**src/bcba_pkg.sv**
```systemverilog
`timescale 1ns / 1ps

package bcba_pkg;

    // allocator geometry
    localparam int BLOCK_COUNT = 4096;
    localparam int WORD_W      = 32;
    localparam int BIT_W       = $clog2(WORD_W);
    localparam int WORD_COUNT  = (BLOCK_COUNT + WORD_W - 1) / WORD_W;
    localparam int WIDX_W      = (WORD_COUNT > 1) ? $clog2(WORD_COUNT) : 1;
    localparam int BIDX_W      = WIDX_W + BIT_W;
    localparam int BLK_W       = $clog2(BLOCK_COUNT);
    localparam int LAST_BITS   = BLOCK_COUNT - (WORD_COUNT - 1) * WORD_W;

    // field widths
    localparam int COUNT_W = 13;
    localparam int LINK_W  = 16;
    localparam int START_W = 12;

    localparam logic [LINK_W-1:0] CHAIN_END = 16'hFFFF;
    localparam logic [LINK_W:0]   BLOCK_LIMIT = (LINK_W + 1)'(BLOCK_COUNT);

    // valid bits of the last bitmap word
    localparam logic [WORD_W-1:0] LAST_MASK =
        (LAST_BITS == WORD_W) ? {WORD_W{1'b1}}
                              : ((WORD_W'(1) << LAST_BITS) - WORD_W'(1));

    typedef struct packed {
        logic [COUNT_W-1:0] request_count;
        logic [LINK_W-1:0]  chain_tail;
    } req_t;

    typedef struct packed {
        logic               success;
        logic [LINK_W-1:0]  chain_start;
        logic [COUNT_W-1:0] granted_count;
    } res_t;

    typedef enum logic [1:0] {
        ST_IDLE,
        ST_READ,
        ST_SCAN,
        ST_DONE
    } state_t;

    // controller to datapath
    typedef struct packed {
        logic load;
        logic read;
        logic take;
        logic write_back;
        logic finish;
    } cmd_t;

    // datapath to controller
    typedef struct packed {
        logic skip;
        logic has_free;
        logic count_met;
        logic last_word;
    } sts_t;

endpackage

```
**src/bitmap_chain_block_allocator.sv**
```systemverilog
`timescale 1ns / 1ps

// First-fit block allocator over a 4096-block used map with a linked chain
// table. Raise start while busy is low to hand in one request; the result
// appears on result for exactly one cycle with done high and must be taken
// then, as the block cannot be held off. For each 32-bit bitmap word that
// the scan visits, the word is read, its free blocks are taken in turn, and
// the word is written back; a request is accepted in the idle state and
// reported in the done state. The bitmap word memory is read and written in
// separate steps. data_start may be written through cfg_we/cfg_wdata while
// no request is in flight.
module bitmap_chain_block_allocator
    import bcba_pkg::*;
(
    input  logic               clk,
    input  logic               rst_n,
    input  logic               start,
    output logic               busy,
    input  req_t               request,
    output logic               done,
    output res_t               result,
    input  logic               cfg_we,
    input  logic [START_W-1:0] cfg_wdata
);

    cmd_t cmd;
    sts_t sts;

    // sequencer
    bcba_ctrl u_ctrl (
        .clk   (clk),
        .rst_n (rst_n),
        .start (start),
        .sts   (sts),
        .cmd   (cmd),
        .busy  (busy),
        .done  (done)
    );

    // bitmap, link table and transaction registers
    bcba_datapath u_datapath (
        .clk       (clk),
        .rst_n     (rst_n),
        .cfg_we    (cfg_we),
        .cfg_wdata (cfg_wdata),
        .request   (request),
        .cmd       (cmd),
        .sts       (sts),
        .result    (result)
    );

endmodule

```
**src/bcba_ctrl.sv**
```systemverilog
`timescale 1ns / 1ps

module bcba_ctrl
    import bcba_pkg::*;
(
    input  logic clk,
    input  logic rst_n,
    input  logic start,
    input  sts_t sts,
    output cmd_t cmd,
    output logic busy,
    output logic done
);

    state_t state_reg;
    state_t state_next;

    // state register
    always_ff @(posedge clk or negedge rst_n)
    begin
        if (!rst_n)
        begin
            state_reg <= ST_IDLE;
        end
        else
        begin
            state_reg <= state_next;
        end
    end

    // next state and commands
    always_comb
    begin
        state_next = state_reg;
        cmd        = '0;
        busy       = 1'b1;
        done       = 1'b0;
        case (state_reg)
            ST_IDLE:
            begin
                busy = 1'b0;
                if (start)
                begin
                    cmd.load   = 1'b1;
                    state_next = sts.skip ? ST_DONE : ST_READ;
                end
            end
            ST_READ:
            begin
                cmd.read   = 1'b1;
                state_next = ST_SCAN;
            end
            ST_SCAN:
            begin
                if (!sts.count_met && sts.has_free)
                begin
                    cmd.take = 1'b1;
                end
                else
                begin
                    cmd.write_back = 1'b1;
                    state_next = (sts.count_met || sts.last_word) ? ST_DONE : ST_READ;
                end
            end
            ST_DONE:
            begin
                cmd.finish = 1'b1;
                done       = 1'b1;
                state_next = ST_IDLE;
            end
            default:
            begin
                state_next = ST_IDLE;
            end
        endcase
    end

endmodule

```
**src/bcba_datapath.sv**
```systemverilog
`timescale 1ns / 1ps

module bcba_datapath
    import bcba_pkg::*;
(
    input  logic               clk,
    input  logic               rst_n,
    input  logic               cfg_we,
    input  logic [START_W-1:0] cfg_wdata,
    input  req_t               request,
    input  cmd_t               cmd,
    output sts_t               sts,
    output res_t               result
);

    logic [START_W-1:0] data_start_reg;
    logic [COUNT_W-1:0] want_reg;
    logic [COUNT_W-1:0] got_reg;
    logic [LINK_W-1:0]  start_reg;
    logic [LINK_W-1:0]  prev_reg;
    logic               have_prev_reg;
    logic [WIDX_W-1:0]  word_idx_reg;
    logic [BIT_W-1:0]   start_bit_reg;
    logic [WORD_W-1:0]  word_reg;
    logic [WORD_COUNT-1:0] valid_reg;

    logic [WORD_W-1:0] map_mem [WORD_COUNT];
    logic [LINK_W-1:0] link_mem [BLOCK_COUNT];

    logic [WORD_W-1:0] cand;
    logic [BIT_W-1:0]  pick;
    logic [BIDX_W-1:0] blk;
    logic              last_word;
    logic              prev_in_range;
    logic              link_we;
    logic [LINK_W-1:0] link_wdata;

    // scan status
    assign last_word = (word_idx_reg == WIDX_W'(WORD_COUNT - 1));
    assign cand = ~word_reg & ({WORD_W{1'b1}} << start_bit_reg)
                  & (last_word ? LAST_MASK : {WORD_W{1'b1}});

    // lowest free bit of the word
    always_comb
    begin
        pick = '0;
        for (int i = WORD_W - 1; i >= 0; i--)
        begin
            if (cand[i])
            begin
                pick = BIT_W'(i);
            end
        end
    end

    assign blk           = {word_idx_reg, pick};
    assign prev_in_range = ({1'b0, prev_reg} < BLOCK_LIMIT);

    assign sts.skip      = (request.request_count == '0)
                           || ((LINK_W + 1)'(data_start_reg) >= BLOCK_LIMIT);
    assign sts.has_free  = (cand != '0);
    assign sts.count_met = (got_reg == want_reg);
    assign sts.last_word = last_word;

    // link write: previous block points at the new one, or closes the chain
    always_comb
    begin
        link_we    = 1'b0;
        link_wdata = CHAIN_END;
        if (cmd.take && have_prev_reg && prev_in_range)
        begin
            link_we    = 1'b1;
            link_wdata = LINK_W'(blk);
        end
        else if (cmd.finish && (got_reg != '0))
        begin
            link_we = 1'b1;
        end
    end

    always_ff @(posedge clk)
    begin
        if (link_we)
        begin
            link_mem[prev_reg[BLK_W-1:0]] <= link_wdata;
        end
    end

    // bitmap memory, one word per entry
    always_ff @(posedge clk)
    begin
        if (cmd.write_back)
        begin
            map_mem[word_idx_reg] <= word_reg;
        end
    end

    // working word: registered read, updated as blocks are taken
    always_ff @(posedge clk)
    begin
        if (cmd.read)
        begin
            word_reg <= valid_reg[word_idx_reg] ? map_mem[word_idx_reg] : '0;
        end
        else if (cmd.take)
        begin
            word_reg <= word_reg | (WORD_W'(1) << pick);
        end
    end

    // word valid bits, cleared at reset
    always_ff @(posedge clk or negedge rst_n)
    begin
        if (!rst_n)
        begin
            valid_reg <= '0;
        end
        else if (cmd.write_back)
        begin
            valid_reg[word_idx_reg] <= 1'b1;
        end
    end

    // configuration register
    always_ff @(posedge clk or negedge rst_n)
    begin
        if (!rst_n)
        begin
            data_start_reg <= '0;
        end
        else if (cfg_we)
        begin
            data_start_reg <= cfg_wdata;
        end
    end

    // transaction state
    always_ff @(posedge clk or negedge rst_n)
    begin
        if (!rst_n)
        begin
            want_reg      <= '0;
            got_reg       <= '0;
            start_reg     <= CHAIN_END;
            prev_reg      <= CHAIN_END;
            have_prev_reg <= 1'b0;
            word_idx_reg  <= '0;
            start_bit_reg <= '0;
        end
        else if (cmd.load)
        begin
            want_reg      <= request.request_count;
            got_reg       <= '0;
            start_reg     <= request.chain_tail;
            prev_reg      <= request.chain_tail;
            have_prev_reg <= (request.chain_tail != CHAIN_END);
            word_idx_reg  <= WIDX_W'(data_start_reg >> BIT_W);
            start_bit_reg <= data_start_reg[BIT_W-1:0];
        end
        else if (cmd.take)
        begin
            if (!have_prev_reg)
            begin
                start_reg <= LINK_W'(blk);
            end
            prev_reg      <= LINK_W'(blk);
            have_prev_reg <= 1'b1;
            got_reg       <= got_reg + COUNT_W'(1);
        end
        else if (cmd.write_back && !last_word)
        begin
            word_idx_reg  <= word_idx_reg + WIDX_W'(1);
            start_bit_reg <= '0;
        end
    end

    // result
    assign result.success       = (got_reg == want_reg);
    assign result.chain_start   = start_reg;
    assign result.granted_count = got_reg;

endmodule
```
**config.mk**
```make
export PLATFORM = sky130hd
export DESIGN_NAME = bitmap_chain_block_allocator
export DESIGN_NICKNAME = d
export VERILOG_FILES = /design/src/bcba_pkg.sv /design/src/bitmap_chain_block_allocator.sv /design/src/bcba_ctrl.sv /design/src/bcba_datapath.sv
export SDC_FILE = /design/constraint.sdc
export NUM_CORES = 2
export LEC_CHECK = 0
export BUFFER_PORTS_ARGS = -buffer_cell sky130_fd_sc_hd__buf_2
export CAP_MARGIN = 20
export CORE_MARGIN = 2
export CORE_UTILIZATION = 45
export CTS_CLUSTER_SIZE = 28
export DETAILED_ROUTE_END_ITERATION = 12
export SLEW_MARGIN = 10
export SYNTH_ARGS = -nofsm -noshare
export SYNTH_HDL_FRONTEND = slang
export SYNTH_HIERARCHICAL = 1
export SYNTH_SLANG_ARGS = --single-unit
```
**constraint.sdc**
```tcl
create_clock -name clk -period 7.7 [get_ports clk]
set_input_delay 1.54 -clock clk [delete_from_list [all_inputs] [get_ports clk]]
set_output_delay 1.54 -clock clk [all_outputs]
set_load 0.01 [all_outputs]
```
==> metrics.cfg <==
[run_status]
run_status=finished, violations left
violations=max-capacitance violations, max-slew violations

[drt]
ant_nets=0
routed_wl_um=588900
vias_per_cell=6.820
drt-met1-wl_um=212800
wl_met3_um=78610
highest_layer=met5
dr.pass1.iters=8
drt_first_iter_violations=17290
wire_per_inst_um=40.71
met2_wirelength_um=258600
drc_errors=0
routed-via-count=98650

[worst_hold_path]
min_path_type=reg2reg
hold_start=u_datapath/valid_reg[2]$_DFFE_PN0P_

[floorplanning]
ios=77
rows=219
die_y_um=600.7
initial_core_util=0.4512
die_w_um=600.7
dieArea_um2=360900
coreArea_um2=355100

[timing]
fin_skew_ns=0.1153
setup_viol=0
slew_viol_final=1
hold-worst-slack_ns=0.4629
slew_headroom=-0.006964
rsz0062_at_grt=false
report.final.hold_viol_count=0
period_share=0.7545
fin_tns_setup_ns=0
min_period_ns=5.810
worst_pin_slew_ns=1.498
fmax_mhz=172.1

[placed_design]
placed_area_um2=170000
hpwl_um=354400
place_congestion=1.029
portBuffers=76

[worst_setup_path]
reg2reg_slack_ns=1.89
cp_cell_sequence=buf_4 -> nor3b_2 -> buf_4 -> buf_12 -> buf_4 -> a22oi_1 -> a31oi_1 -> o21ai_0 -> a21oi_1 -> nor4_1 -> o32ai_1
worst-setup-path-type=reg2reg
startpoint=u_datapath/word_idx_reg[1]$_DFFE_PN0P_
worstPathMaxFanout=68
cp_slowest_cell=a21oi_1
crit_top_cell=buf_4
r2r-start=u_datapath/word_idx_reg[1]$_DFFE_PN0P_
required_ns=8.54
start_kind=flop
crit_path_end_kind=flop
cp.arrival_ns=6.65
critical_path.max_stage_delay_ns=1.07

[clock_network]
clk_pin_slew_worst_paths_ns=0.07
post-cts-setup-buffers=0
ctsHoldBuffers=0
numClockSinks=4325
cts.repair.resized=0
cts-root-buf=clkbuf_16
clock_path_buffers=4
clock_latency_ns=1.05
cts_buffers=428
htreeDepth=5
cts_tree=built

[global_routing]
antenna_found_initial=73
first_global_vias=90950
grt_pass1_wl_um=793600
grt-ovfl-total=0
track_usage=0.3178
grt_max_degree=134

[logic_synthesis]
synth.avg_cell_area_um2=17.96
synthCells=8920
synth_area_um2=160200
synth_warnings=6
synthesis.nets=8967

[layout]
layout.nets=9349
largest_reg_flops=4096
drive_gt1_frac=0.1715
fin_util=0.5180
synthToLayoutAreaGrowth_pct=14.80
finish.instance_area_um2=183900

[power_and_ir_drop]
vdd_drop_max_mv=0.4037
powerDensity_nw_per_um2=403.1
leakagePower_nw=57.39
totalPowerFinal_mw=74.16

[job]
maxCapViolCount=1

==> critical path, delay by kind of cell, from the launching register on <==
kind	cells	cell delay, ns
AO/OA/AOI/OAI	5	2.08
AND/OR/NAND/NOR	2	0.60
buffers and inverters	4	1.62
flip-flops	1	1.04
==> area by class of cell <==
class                           count  area, µm²
Tap cell                         4751       5944
Sequential cell                  4325     128900
Multi-Input combinational cell   3960      29800
Clock inverter                    238       2200
Inverter                           25      96.34
Clock buffer                      560      11500
Antenna cell                       44      110.1
Fill cell                       28210     171200
Timing Repair Buffer              562       5374
==> metal layers <==
layer | GRT usage | vias up
met4 | 0.1769 | 34
met3 | 0.09685 | 1279
met5 | 0 | -
met1 | 0.4233 | 51530
met2 | 0.4662 | 7514
li1 | - | 38290
==> where the power goes <==
part	leakage [nW]	switching, mW	total [mW]	internal [mW]
clock	6.68	9.02	20.5	11.5
combinational	10.9	18.6	23.6	5.04
sequential	39.8	0.467	30.0	29.5
total	57.4	28.1	74.2	46.1
==> placed cells by master, fill, tap and decap left out, drive strengths merged, types with 43 or more instances in the layout <==
master  instances
edfxtp       4128
a22oi        1164
clkbuf        563
buf           559
a221oi        369
a22o          312
a31oi         256
nor2          253
nand2         200
clkinv        191
dfrtp         181
a21oi         173
nand4         136
or2           134
o21ai         114
mux2i          85
mux2           73
nand3          73
a41oi          54
nor4           51
diode          44
nor3           43
==> per-stage QoR <==
step                instances  setup slack [ns]
finish                  14470             1.890
CTS                     14410             2.266
detailed placement      13610             2.360
global placement        13550             1.602
global route            14430             2.074
floorplan                8920             2.006
==> worst paths after layout <==
check | endpoint | depth (start not counted)
worst max-delay path | u_datapath/word_reg[27]$_DFFE_PP_ | 11
max in group asynchronous | u_datapath/valid_reg[78]$_DFFE_PN0P_ | 2
worst min register to register | u_datapath/valid_reg[2]$_DFFE_PN0P_ | 1
worst max register to register | u_datapath/word_reg[27]$_DFFE_PP_ | 11
min in group asynchronous | u_datapath/data_start_reg[7]$_DFFE_PN0P_ | 1
worst min-delay path | u_datapath/valid_reg[2]$_DFFE_PN0P_ | 1
(Power assumes the default switching activity.)
